===== src/rtl/pbmi_pkg.sv =====
// Package with the shared constants and types of the periodic box correction block.
`default_nettype none
package pbmi_pkg;

	localparam int COORD_FRAC_BITS = 16;
	localparam int RECIP_FRAC_BITS = 24;
	localparam int PROD_SHIFT      = COORD_FRAC_BITS + RECIP_FRAC_BITS;

	localparam int DATA_W   = 32;
	localparam int LEN_W    = 31;
	localparam int RECIP_W  = 32;
	localparam int CFG_IDX_W = 3;
	localparam int NUM_AXES = 3;
	localparam int AXIS_W   = 2;

	// Magnitude times reciprocal, then the cell count with one spare bit for rounding up.
	localparam int PROD_W  = DATA_W + RECIP_W;
	localparam int Q_W     = PROD_W - PROD_SHIFT + 1;
	localparam int DPROD_W = LEN_W + Q_W;

	localparam int NUM_STAGES = 5;

	localparam logic [LEN_W-1:0]   LEN_RESET   = LEN_W'(1) << COORD_FRAC_BITS;
	localparam logic [RECIP_W-1:0] RECIP_RESET = RECIP_W'(1) << RECIP_FRAC_BITS;

	localparam logic [CFG_IDX_W-1:0] REG_LEN_X   = 3'd0;
	localparam logic [CFG_IDX_W-1:0] REG_LEN_Y   = 3'd1;
	localparam logic [CFG_IDX_W-1:0] REG_LEN_Z   = 3'd2;
	localparam logic [CFG_IDX_W-1:0] REG_RECIP_X = 3'd3;
	localparam logic [CFG_IDX_W-1:0] REG_RECIP_Y = 3'd4;
	localparam logic [CFG_IDX_W-1:0] REG_RECIP_Z = 3'd5;

	localparam logic KIND_MIN_IMAGE = 1'b0;
	localparam logic KIND_WRAP      = 1'b1;

	localparam logic [AXIS_W-1:0] AXIS_X = 2'd0;
	localparam logic [AXIS_W-1:0] AXIS_Y = 2'd1;
	localparam logic [AXIS_W-1:0] AXIS_Z = 2'd2;

	typedef struct packed {
		logic [NUM_AXES-1:0][LEN_W-1:0]   len;
		logic [NUM_AXES-1:0][RECIP_W-1:0] recip;
	} box_cfg_t;

	typedef struct packed {
		logic [NUM_STAGES-1:0] en;
		logic                  trunc;
	} pipe_ctrl_t;

endpackage
`default_nettype wire


===== src/rtl/pbmi_cfg_if.sv =====
// Configuration write channel: register index and write data.
`default_nettype none
interface pbmi_cfg_if import pbmi_pkg::*; ();
	logic                 valid;
	logic                 ready;
	logic [CFG_IDX_W-1:0] index;
	logic [DATA_W-1:0]    data;

	modport source (output valid, index, data, input ready);
	modport sink (input valid, index, data, output ready);
endinterface
`default_nettype wire


===== src/rtl/pbmi_cfg.sv =====
// Box length and reciprocal registers with their write decode.
`default_nettype none
module pbmi_cfg import pbmi_pkg::*; (
	input  wire logic clk,
	input  wire logic arst_n,
	pbmi_cfg_if.sink  cfg,
	output box_cfg_t  box
);

	box_cfg_t box_q;

	assign cfg.ready = 1'b1;
	assign box       = box_q;

	always_ff @(posedge clk or negedge arst_n) begin
		if (!arst_n) begin
			for (int a = 0; a < NUM_AXES; a++) begin
				box_q.len[a]   <= LEN_RESET;
				box_q.recip[a] <= RECIP_RESET;
			end
		end else if (cfg.valid) begin
			// Writes to indexes past the last register are dropped.
			unique case (cfg.index)
				REG_LEN_X:   box_q.len[AXIS_X]   <= cfg.data[LEN_W-1:0];
				REG_LEN_Y:   box_q.len[AXIS_Y]   <= cfg.data[LEN_W-1:0];
				REG_LEN_Z:   box_q.len[AXIS_Z]   <= cfg.data[LEN_W-1:0];
				REG_RECIP_X: box_q.recip[AXIS_X] <= cfg.data[RECIP_W-1:0];
				REG_RECIP_Y: box_q.recip[AXIS_Y] <= cfg.data[RECIP_W-1:0];
				REG_RECIP_Z: box_q.recip[AXIS_Z] <= cfg.data[RECIP_W-1:0];
				default: begin
				end
			endcase
		end
	end

endmodule
`default_nettype wire


===== src/flat_wrapper.sv =====
// flat-port wrapper written by rule: the top's interface ports become plain ports
module pbmi_cfg_flat import pbmi_pkg::*;
  (clk, arst_n, box, cfg_valid, cfg_index, cfg_data, cfg_ready);
  pbmi_cfg_if cfg_i ();
  input  wire logic clk;
  input  wire logic arst_n;
  output box_cfg_t box;
  input wire logic [$bits(cfg_i.valid)-1:0] cfg_valid;
  input wire logic [$bits(cfg_i.index)-1:0] cfg_index;
  input wire logic [$bits(cfg_i.data)-1:0] cfg_data;
  output wire logic [$bits(cfg_i.ready)-1:0] cfg_ready;
  assign cfg_i.valid = cfg_valid;
  assign cfg_i.index = cfg_index;
  assign cfg_i.data = cfg_data;
  assign cfg_ready = cfg_i.ready;
  pbmi_cfg u_core (.clk(clk), .arst_n(arst_n), .cfg(cfg_i), .box(box));
endmodule

===== config.mk =====
export PLATFORM = sky130hd
export DESIGN_NAME = pbmi_cfg_flat
export DESIGN_NICKNAME = d
export VERILOG_FILES = /design/src/rtl/pbmi_pkg.sv /design/src/rtl/pbmi_cfg_if.sv /design/src/rtl/pbmi_cfg.sv /design/src/flat_wrapper.sv
export SDC_FILE = /design/constraint.sdc
export NUM_CORES = 1
export LEC_CHECK = 0
export ABC_AREA = 1
export BUFFER_PORTS_ARGS = -buffer_cell sky130_fd_sc_hd__buf_4
export CAP_MARGIN = 15
export CORE_MARGIN = 2
export CORE_UTILIZATION = 46
export CTS_CLUSTER_DIAMETER = 150
export DETAILED_ROUTE_END_ITERATION = 8
export PLACE_DENSITY = 0.84
export SLEW_MARGIN = 25
export SYNTH_ARGS = -nofsm -noshare
export SYNTH_HDL_FRONTEND = slang
export SYNTH_SLANG_ARGS = --single-unit

===== constraint.sdc =====
create_clock -name clk -period 0.8 [get_ports clk]
set_input_delay 0 -clock clk [delete_from_list [all_inputs] [get_ports clk]]
set_output_delay 0 -clock clk [all_outputs]
set_load 0.02 [all_outputs]

Word level (Yosys, flattened, before mapping)
Cells that the tools add are included.
W data, S select, Z words.

word-level totals
  word-level logic and storage cells = 18
  bits in registers = 189
  output and inout port bits = 190
  bits of input ports = 38

cells by class
  equality and inequality tests = 5
  reduce and logical (&&, ||, !) cells = 7

operators with widths
  cell                  count
  $reduce_and A2 Y1     6
  $eq A3 B2 Y1 const B  2
  $eq A3 B3 Y1 const B  2
  $eq A3 B1 Y1 const B  1
  $logic_not A3 Y1      1

Depth between registers and ports, before layout
  word-level depth = 2
  gate-level depth with buffers = 6
  depth with buffers taken out = 5

Worst setup path before layout
Ideal clock, no wire load.

  path type = input to register
  from = input cfg_valid
  to = register u_core.box_q, in the netlist u_core.box[10]
  stages on the path = 6
  arrival time = 0.641 ns
  setup time = 0.116 ns
  path slack = 0.042 ns
  buffers on the path = 1
  required time = 0.684 ns
  path through = inv_2 > nor2_2 > nand2_1 > clkbuf_1 > nand2_1 > nand2_1

on the way
  longest elaborated chain between the ends = 1

RTL lines
  what                         line               RTL
  start: declaration           flat_wrapper.sv:8  input wire logic [$bits(cfg_i.valid)-1:0] cfg_valid;
  $reduce_and A2 Y1 (no line)  n/a
  end: declaration             pbmi_cfg.sv:10     box_cfg_t box_q;

Every way passes these cells.
A chain may end at the register's enable or synchronous reset.

Final worst setup path
  from = register u_core.box_q, in the netlist u_core.box[56]
  to = output box[56] in the netlist's numbering

RTL lines
  what              line               RTL
  end: declaration  flat_wrapper.sv:7  output box_cfg_t box;

No word-level cell between the ends.

==> impl_metrics.py <==
metrics = {
    "outcome": {
        "outcome": "complete, but fails checks",
        "violations": "negative setup slack",
    },
    "worst_setup_path": {
        "slowest_stage": "dfstp_2",
        "critical_path.top_delay_family": "flip-flops",
        "worstSetupPathType": "reg2out",
        "critPathBufInv": 1,
        "cp-start-kind": "flop",
        "worstSetupEndpointType": "primary output",
        "crit_chain": "buf_6",
        "cp_max_fo": 2,
        "required_ns": 0.80,
        "crit_arrival_ns": 1.12,
        "cp_slowest_stage_delay_ns": 0.56,
    },
    "timing": {
        "skew_ns": 0,
        "setup_slack_ns": -0.3222,
        "hold-worst-slack_ns": 0.04091,
        "period_needed_ns": 1.122,
        "finalHoldViolCount": 0,
        "max_freq_mhz": 891.1,
        "rsz0062_at_grt": "true",
        "setup_viol": 225,
        "period_share_pct": 140.3,
        "slew_violations": 0,
    },
    "cells_and_area": {
        "num-fill-cells": 886,
        "drive_gt1_share_pct": 39.50,
        "antenna_cells": 0,
        "nets": 1270,
        "syn_to_final_growth_pct": 69.54,
        "largest_reg_flops": 189,
        "final_cell_count_no_fill": 1459,
    },
    "route": {
        "drc": 0,
        "drtIter0Drc": 1000,
        "highest_layer": "met4",
        "wl_met3_mm": 2.749,
        "met1_length_mm": 10.58,
        "ant_nets": 0,
        "avgViaCountPerCell": 5.447,
        "met2_wirelength_mm": 14.82,
        "firstDrtPassIters": 5,
        "wire_per_inst_um": 20.61,
        "routed_wl_mm": 30.08,
        "vias": 7947,
    },
    "logic_synthesis": {
        "yosysTopAreaCellShare_pct": 62.34,
        "ys.warnings.count": 0,
        "syn-mean-instance-area_um2": 8.850,
        "synthArstFlopShare_pct": 100.0,
        "synth_common_cells": "452 x nand2_1, 183 x dfrtp_1, 125 x nand3_1, 25 x buf_2, 22 x clkbuf_1",
        "synth-edff-count": 0,
        "postSynthCellCount": 830,
        "ys_top_cells_by_area": "dfrtp_1 62%, nand2_1 23%, nand3_1 8.5%, dfstp_2 2.1%, buf_2 1.7%",
        "yosys.cell_count.top_type": "nand2_1",
        "synth-main-ff-cell": "dfrtp_1",
        "ys_seq_elements": 189,
        "synth_cell_type_count": 13,
        "synth_area_mm2": 0.007346,
        "syn-num-nets": 868,
        "synth_top_area_cell": "dfrtp_1",
        "ys_seq_area_share_pct": 64.49,
    },
    "grt": {
        "grt_pass1_wl_mm": 41.99,
        "grt-ovfl-total": 0,
        "grt_usage_pct": 32.96,
        "grt_pass1_vias": 7848,
        "grt_max_degree": 36,
        "grt_antenna_before_repair": 0,
    },
    "placement": {
        "gp_congestion": 0.8320,
        "portBuffers": 226,
        "post-place-ws_ns": -0.1618,
        "dp_cells": 1275,
        "hpwl_mm": 15.93,
    },
    "power": {
        "p_leak_uw": 0.006718,
        "irDropWorstVdd_uv": 1607,
        "power_density_mw_per_mm2": 2691,
    },
    "cts": {
        "cts_max_level": 4,
        "clock_latency_ns": 0.43,
        "cts_buffer_depth": 2,
        "cts_tree": "done",
        "path_clk_slew_ns": 0.07,
        "cts.sinks": 189,
        "cts_root_buf": "clkbuf_16",
        "numCtsBuffers": 17,
    },
    "floorplanning": {
        "die_area_mm2": 0.01700,
        "start_util_pct": 46.58,
        "rows": 46,
        "dieWidth_um": 130.4,
        "die_y_um": 130.4,
        "io_pins": 228,
        "core_mm2": 0.01577,
    },
    "flow_run": {
        "drv_cap": 0,
    },
    "hold_path": {
        "hold_path.class": "in2async",
    },
}
## where the power goes
group	switching, µW	internal (µW)	total [µW]
clock	3740	4880	8620
sequential	1580	11400	13000
combinational	5870	6050	11900
## path summary, 6_finish.rpt
| check | startpoint | end | slack [ns] | cells after the start |
|---|---|---|---|---|
| hold reg to reg | u_core.box[88] | u_core.box[88] | 0.48 | 2 |
| setup / recovery | u_core.box[56] | box[56] | -0.32 | 1 |
| setup reg to reg | u_core.box[54] | u_core.box[54] | -0.20 | 4 |
| hold / removal | arst_n | u_core.box[187] | 0.04 | 2 |
| min in group clk | cfg_index[1] | u_core.box[42] | 0.07 | 5 |
| max in group asynchronous | arst_n | u_core.box[16] | 0.21 | 3 |
## per-layer routing
metal,up-vias,global-route usage (%)
met5,-,0
met4,0,19.27
met3,156,8.795
met2,610,55.34
met1,3795,38.35
li1,3386,-
## layout by cell type (no fill, tap or decap), types with 2 or more instances in the layout
cell type      instances
clkinv_2               3
inv_1                  2
dlygate4sd3_1         33
dfrtp_1              183
nor2_4                 4
nand3_1              125
buf_6                208
nand2_4                4
nand2_1              406
buf_4                176
nor2_2                 2
bufinv_16              3
clkinvlp_4             3
clkbuf_16             17
inv_2                  4
buf_12                16
clkbuf_1               2
dfstp_2                6
nand2_2               42
## cells by family after synthesis
logic type,after synthesis,share of synthesized area [%]
and+or+nand+nor,583,32.02
buffers and inverters,57,3.441
DFF,189,64.49
other,1,0.05105
## stage by stage
step / area [µm²] / utilization, % / power, µW / TNS [ns]
floorplan: 7346 / - / 16370 / 0
global placement: 9722 / 61.65 / 20590 / -15.35
detailed placement: 9722 / 61.65 / 20810 / -20.80
CTS: 11840 / 75.10 / 31630 / -33.09
global route: 12450 / 78.97 / 34640 / -41.27
finish: 12450 / 78.97 / 33520 / -36.21
## final cells by class
cell class	count	area, µm²	area share, %
timing repair buffer	434	4328	34.75
clock inverter	11	145.1	1.165
sequential	189	4737	38.04
tap	216	270.3	2.170
inverter	6	22.52	0.1808
multi-input combinational	584	2519	20.22
clock buffer	19	432.9	3.476
## what timing repair did
action,CTS,global route
buffers inserted,67,63
resized for setup,189,69
hold buffers,33,0
pin swaps,0,13
hold endpoints to repair,378,0
endpoints found under the setup margin,189,206
Power figures use the tool's default switching activity.
