File: src/rtl/pbmi_pkg.sv
// Package with the shared constants and types of the periodic box correction block.
`default_nettype none
package pbmi_pkg;

	localparam int COORD_FRAC_BITS = 16;
	localparam int RECIP_FRAC_BITS = 24;
	localparam int PROD_SHIFT      = COORD_FRAC_BITS + RECIP_FRAC_BITS;

	localparam int DATA_W   = 32;
	localparam int LEN_W    = 31;
	localparam int RECIP_W  = 32;
	localparam int CFG_IDX_W = 3;
	localparam int NUM_AXES = 3;
	localparam int AXIS_W   = 2;

	// Magnitude times reciprocal, then the cell count with one spare bit for rounding up.
	localparam int PROD_W  = DATA_W + RECIP_W;
	localparam int Q_W     = PROD_W - PROD_SHIFT + 1;
	localparam int DPROD_W = LEN_W + Q_W;

	localparam int NUM_STAGES = 5;

	localparam logic [LEN_W-1:0]   LEN_RESET   = LEN_W'(1) << COORD_FRAC_BITS;
	localparam logic [RECIP_W-1:0] RECIP_RESET = RECIP_W'(1) << RECIP_FRAC_BITS;

	localparam logic [CFG_IDX_W-1:0] REG_LEN_X   = 3'd0;
	localparam logic [CFG_IDX_W-1:0] REG_LEN_Y   = 3'd1;
	localparam logic [CFG_IDX_W-1:0] REG_LEN_Z   = 3'd2;
	localparam logic [CFG_IDX_W-1:0] REG_RECIP_X = 3'd3;
	localparam logic [CFG_IDX_W-1:0] REG_RECIP_Y = 3'd4;
	localparam logic [CFG_IDX_W-1:0] REG_RECIP_Z = 3'd5;

	localparam logic KIND_MIN_IMAGE = 1'b0;
	localparam logic KIND_WRAP      = 1'b1;

	localparam logic [AXIS_W-1:0] AXIS_X = 2'd0;
	localparam logic [AXIS_W-1:0] AXIS_Y = 2'd1;
	localparam logic [AXIS_W-1:0] AXIS_Z = 2'd2;

	typedef struct packed {
		logic [NUM_AXES-1:0][LEN_W-1:0]   len;
		logic [NUM_AXES-1:0][RECIP_W-1:0] recip;
	} box_cfg_t;

	typedef struct packed {
		logic [NUM_STAGES-1:0] en;
		logic                  trunc;
	} pipe_ctrl_t;

endpackage
`default_nettype wire

File: src/rtl/pbmi_lane.sv
// One axis of the correction pipeline: magnitude, scale, round, multiply back, subtract.
`default_nettype none
module pbmi_lane import pbmi_pkg::*; (
	input  wire logic               clk,
	input  wire pipe_ctrl_t         ctrl,
	input  wire logic [DATA_W-1:0]  v,
	input  wire logic [LEN_W-1:0]   len,
	input  wire logic [RECIP_W-1:0] recip,
	output logic      [DATA_W-1:0]  res
);

	logic [DATA_W-1:0]  v_s1, v_s2, v_s3, v_s4;
	logic               neg_s1, neg_s2, neg_s3, neg_s4;
	logic [DATA_W-1:0]  mag_s1;
	logic [PROD_W-1:0]  prod_s2;
	logic [Q_W-1:0]     q_s3;
	logic [DATA_W-1:0]  delta_s4;
	logic [DATA_W-1:0]  res_s5;
	logic               round_up;
	logic [DPROD_W-1:0] dprod;

	// Unless trunc is set, round half to even on the exact product: the top remainder
	// bit is the half, and a tie rounds up only when the integer part is odd.
	always_comb begin
		round_up = !ctrl.trunc && prod_s2[PROD_SHIFT-1]
			&& ((|prod_s2[PROD_SHIFT-2:0]) || prod_s2[PROD_SHIFT]);
	end

	assign dprod = DPROD_W'(len) * DPROD_W'(q_s3);
	assign res   = res_s5;

	always_ff @(posedge clk) begin
		if (ctrl.en[0]) begin
			v_s1   <= v;
			neg_s1 <= v[DATA_W-1];
			mag_s1 <= v[DATA_W-1] ? (~v + 1'b1) : v;
		end
		if (ctrl.en[1]) begin
			v_s2    <= v_s1;
			neg_s2  <= neg_s1;
			prod_s2 <= PROD_W'(mag_s1) * PROD_W'(recip);
		end
		if (ctrl.en[2]) begin
			v_s3   <= v_s2;
			neg_s3 <= neg_s2;
			q_s3   <= Q_W'(prod_s2[PROD_W-1:PROD_SHIFT]) + Q_W'(round_up);
		end
		if (ctrl.en[3]) begin
			v_s4     <= v_s3;
			neg_s4   <= neg_s3;
			delta_s4 <= dprod[DATA_W-1:0];
		end
		if (ctrl.en[4]) begin
			res_s5 <= neg_s4 ? (v_s4 + delta_s4) : (v_s4 - delta_s4);
		end
	end

endmodule
`default_nettype wire

File: config.mk
export PLATFORM = sky130hd
export DESIGN_NAME = pbmi_lane
export DESIGN_NICKNAME = d
export VERILOG_FILES = /design/src/rtl/pbmi_pkg.sv /design/src/rtl/pbmi_lane.sv
export SDC_FILE = /design/constraint.sdc
export NUM_CORES = 2
export LEC_CHECK = 0
export BUFFER_PORTS_ARGS = -buffer_cell sky130_fd_sc_hd__buf_2
export CORE_UTILIZATION = 45
export CTS_CLUSTER_SIZE = 40
export DETAILED_ROUTE_END_ITERATION = 8
export SKIP_CTS_REPAIR_TIMING = 1
export SLEW_MARGIN = 40
export SYNTH_ARGS = -nofsm -noshare
export SYNTH_HDL_FRONTEND = slang
export SYNTH_SLANG_ARGS = --single-unit
File: constraint.sdc
create_clock -name clk -period 8 [get_ports clk]
set_input_delay 0.4 -clock clk [delete_from_list [all_inputs] [get_ports clk]]
set_output_delay 0.4 -clock clk [all_outputs]
set_load 0.02 [all_outputs]
Yosys cells after proc, flatten, opt, wreduce, memory -nomap -nowiden
Index checks and enable logic that the tools add are counted.

word-level totals
  bits in registers = 317
  input port bits = 102
  output and inout bits = 32
  word-level logic and storage cells = 28

cells by class
  add/subtract/negate cells = 4
  multipliers = 2
  muxes and demuxes = 2
  bitwise gates (word level) = 1
  reductions and logical operators = 5

operators with widths
  kind                                                              number
  32-bit by 32-bit multiplier with 64-bit output                    1
  39-bit OR reduction                                               1
  32-bit by 1-bit adder with 32-bit output (second input constant)  1
  32-bit adder                                                      1
  31-bit by 25-bit multiplier with 32-bit output                    1
  32-bit two-way mux                                                1
  32-bit NOT                                                        1
  32-bit subtractor                                                 1
  31-bit two-way mux                                                1
  24-bit by 1-bit adder with 25-bit output                          1
  1-bit logical AND                                                 2
  1-bit logical NOT                                                 1
  1-bit logical OR                                                  1

Logic depth before layout (Yosys ltp)
  word-level depth = 4
  depth in mapped cells = 28
  gate-level depth less buffers = 26

Worst setup path after synthesis
Ideal clock, no wire load.

  path type = register -> register
  from = register mag_s1[10]
  to = register prod_s2[59] (data pin)
  library setup time = 0.261 ns
  data arrival time = 7.058 ns
  data required time = 7.739 ns
  slack = 0.680 ns
  stages on the path, launching flop included = 28
  path buffers = 3
  clock period less this slack = 7.320 ns
  path through = edfxtp_1 > clkbuf_1 > and2_1 > fa_1 > inv_1 > fa_1 > inv_1 > fa_1 > inv_1 > fa_1 > inv_1 > fa_1 > fa_1 > fa_1 > fa_1 > ha_1 > clkbuf_1 > a21o_1 > a21o_1 > a21oi_1 > o211ai_1 > a211oi_1 > or3_1 > o311a_1 > and3_1 > clkbuf_1 > nor4b_1 > a311o_1

on the way
  cells in the longest elaborated chain, start to end = 1

ends and longest elaborated chain
  what                                            RTL line         text
  from (decl)                                     pbmi_lane.sv:14  logic [DATA_W-1:0] mag_s1;
  from (signal assigned)                          pbmi_lane.sv:36  mag_s1 <= v[DATA_W-1] ? (~v + 1'b1) : v;
  32-bit by 32-bit multiplier with 64-bit output  pbmi_lane.sv:41  prod_s2 <= PROD_W'(mag_s1) * PROD_W'(recip);
  to (signal assigned)                            pbmi_lane.sv:41
  to (decl)                                       pbmi_lane.sv:15  logic [PROD_W-1:0] prod_s2;

No other way between the ends.
A chain may end at the register's enable or synchronous reset.

Worst setup path in the final report
  from = register mag_s1[19]
  to = register prod_s2[59] (data pin)

Same word-level chain as after synthesis.

==> results.toml <==
[critical_path]
worstSetupPathType = "flop to flop"
end_kind = "flop"
cp.required_ns = 8.29
crit_fanout = 32
reg2reg_to = "prod_s2[59]$_DFFE_PP_"
crit_arrival_ns = 8.05
reg2reg_from = "mag_s1[19]$_DFFE_PP_"
rr_worst_depth = 23
rrSetupSlack_ns = 0.24
cp-start-kind = "flop"

[routing]
drcViolationCount = 1
drt-pass1-iter-count = 8
via_count = 41200
wirelength_mm = 159
drt-wirelength-per-cell_um = 20.1
antenna_left = 0
drt_iter0_drc = 2525
vias_per_cell = 5.18

[yosys]
synthesis.nets = 7912
ys_types = 66
synth_top_area_share_pct = 42.8
yosysSeqAreaShare_pct = 15.5
ys_ff_latch = 312
synth_area_leaders = "fa_1 (43%), edfxtp_1 (15%), and2_1 (8.5%)"
syn_area_sq_um = 60400
yosys.area.top_type = "fa_1"
ys.flop_type = "edfxtp_1"
synthCells = 6124
synth_edf_count = 312
synthArstFlopShare_pct = 0
avgSynthCellArea_sq_um = 9.87
synth_warnings = 0

[cells_and_area]
area_growth_syn_to_layout_pct = 7.64
regArea_sq_um = 9370
mostFrequentLayoutCell = "fa_1"
final_nets = 7943
antenna_cells = 0
multi_input_area_sq_um = 45200
fillerInstances = 12500
drive_above_1_share_pct = 6.18
final_cell_mix = "fa_1 (1290), inv_1 (1273), and2_1 (826)"

[clocking]
cts_made_buffers = 36
cts.path.max_buffers = 3
cts_root_buffer = "clkbuf_16"
cts.sink_count = 312
cts_tree = "built"
htree_levels = 2
clk_latency_ns = 0.56
clk_pin_slew_ns = 0.07

[global_routing]
grt.overflow.total = 0
grt_pass1_vias = 44600
antenna_found_initial = 7
grt_pass1_wl_mm = 254
grt_max_degree = 65
grtUsageTotal_pct = 24.2

[placed_design]
io_buffers = 133
place_hpwl_mm = 128
gp_congestion = 0.891

[timing]
setup_violations = 0
max_freq_ghz = 0.129
worstMarginPinSlew_ns = 0.884
period_needed_ns = 7.76
slew_headroom_pct = 41.1
finalHoldViolCount = 0
tns_ns = 0
final_max_slew_viol_count = 0
fin_crit_sh_pct = 97.0
fin_skew_ns = 0.0365
rsz0062_at_grt = "yes"

[status]
violations = "DRC"
status = "finished with violations"

[floorplanning]
io_pins = 134
die_w_um = 369
dieArea_sq_um = 136000
rows = 134
design.core.area_sq_um = 133000
die_y_um = 369
start_util_pct = 45.3

[worst_hold_path]
holdPathStages = 1
min_path_type = "input port to flop"
hold_end = "v_s1[0]$_DFFE_PP_"
holdCritStartpoint = "v[0]"

[flow_run]
cap_violations = 0
==> registers in the layout (all words and copies together) (netlist names) <==
signal,count
q_s3,25
mag_s1,31
prod_s2,64
v_s1,32
res,32
v_s4,32
v_s3,32
v_s2,32
delta_s4,32
==> logic make-up after synthesis <==
group,share of synthesized area [%]
AOI/OAI and AO/OA,4.23
xor gates and xnor gates,3.46
adders and majority gates,50.9
DFF,15.5
and+or+nand+nor,16.0
muxes,0.0704
buffers and inverters,9.80
==> synth_stat cells (all sizes together) (3+ instances only) <==
| cell type | count |
|---|---|
| and4 | 3 |
| o211ai | 8 |
| a31oi | 15 |
| a21boi | 5 |
| xnor2 | 164 |
| nor3b | 3 |
| a31o | 6 |
| nor2 | 97 |
| nand2b | 20 |
| o311ai | 3 |
| nor4 | 14 |
| nand4 | 22 |
| a221oi | 3 |
| buf | 4 |
| o21ai | 73 |
| a21oi | 130 |
| o21a | 13 |
| or3 | 17 |
| nand2 | 796 |
| o41ai | 5 |
| nor2b | 10 |
| clkbuf | 300 |
| and2 | 827 |
| a21o | 64 |
| a2111oi | 6 |
| ha | 395 |
| inv | 1274 |
| edfxtp | 312 |
| xor2 | 75 |
| a211oi | 10 |
| o31ai | 10 |
| or4 | 6 |
| or2 | 6 |
| a41oi | 4 |
| nor4b | 3 |
| o21bai | 27 |
| and3 | 10 |
| nor3 | 31 |
| fa | 1291 |
| nand3 | 36 |
==> cell type report <==
cell class,instances,share of cell area [%]
Multi-Input combinational cell,4234,69.4
Sequential cell,312,14.4
Inverter,1274,7.35
Timing Repair Buffer,297,3.57
Tap cell,1768,3.40
Clock buffer,44,1.46
Clock inverter,20,0.381
==> worst max-delay path, cell delays in order, from the launching register on <==
cell and delay [ns]:
edfxtp_1 0.41, buf_12 0.20, and2_1 0.22, fa_1 0.50, fa_1 0.55, inv_1 0.06
fa_1 0.45, fa_1 0.62, inv_1 0.08, fa_1 0.56, fa_1 0.44, fa_1 0.51
fa_1 0.41, ha_1 0.33, a21o_1 0.17, a21o_1 0.18, a21oi_1 0.24, o211ai_1 0.18
a211oi_2 0.29, or3_1 0.15, o311a_1 0.20, and3_2 0.28, nor4b_1 0.07, a311o_1 0.32
==> routing by layer <==
layer	vias up	share of wire [%]	global-route usage, %
li1	18400	-	-
met1	21400	43	32.8
met2	1115	49	41.3
met3	253	5.0	2.41
met4	10	3.2	7.10
met5	-	0.048	0
==> through the flow <==
stage	cell area (sq um)	hold slack (ns)	setup WS (ns)	util (%)	cells
global placement	63800	0.401	0.154	47.9	7882
floorplan	60400	0.400	0.680	-	6124
finish	65100	0.0337	0.241	48.8	7949
detailed placement	63800	0.405	0.0264	47.9	7882
global route	65100	0.0193	0.00193	48.8	7949
CTS	65000	-0.00354	0.0771	48.8	7946
==> worst max-delay path by stage <==
stage                                  start                    end  slack (ns)  cells past startpoint
global route            mag_s1[26]$_DFFE_PP_  prod_s2[63]$_DFFE_PP_       0.002                     22
CTS                 mag_s1[31]$_SDFFCE_PN0P_  prod_s2[61]$_DFFE_PP_        0.08                     24
floorplan               mag_s1[10]$_DFFE_PP_  prod_s2[59]$_DFFE_PP_        0.68                     27
detailed placement                  recip[3]  prod_s2[58]$_DFFE_PP_        0.03                     24
finish                  mag_s1[19]$_DFFE_PP_  prod_s2[59]$_DFFE_PP_        0.24                     23
global placement                    recip[2]  prod_s2[59]$_DFFE_PP_        0.15                     26
Power is not shown: default switching activity piles up to over one toggle a cycle in this logic, so the estimate is an artifact.
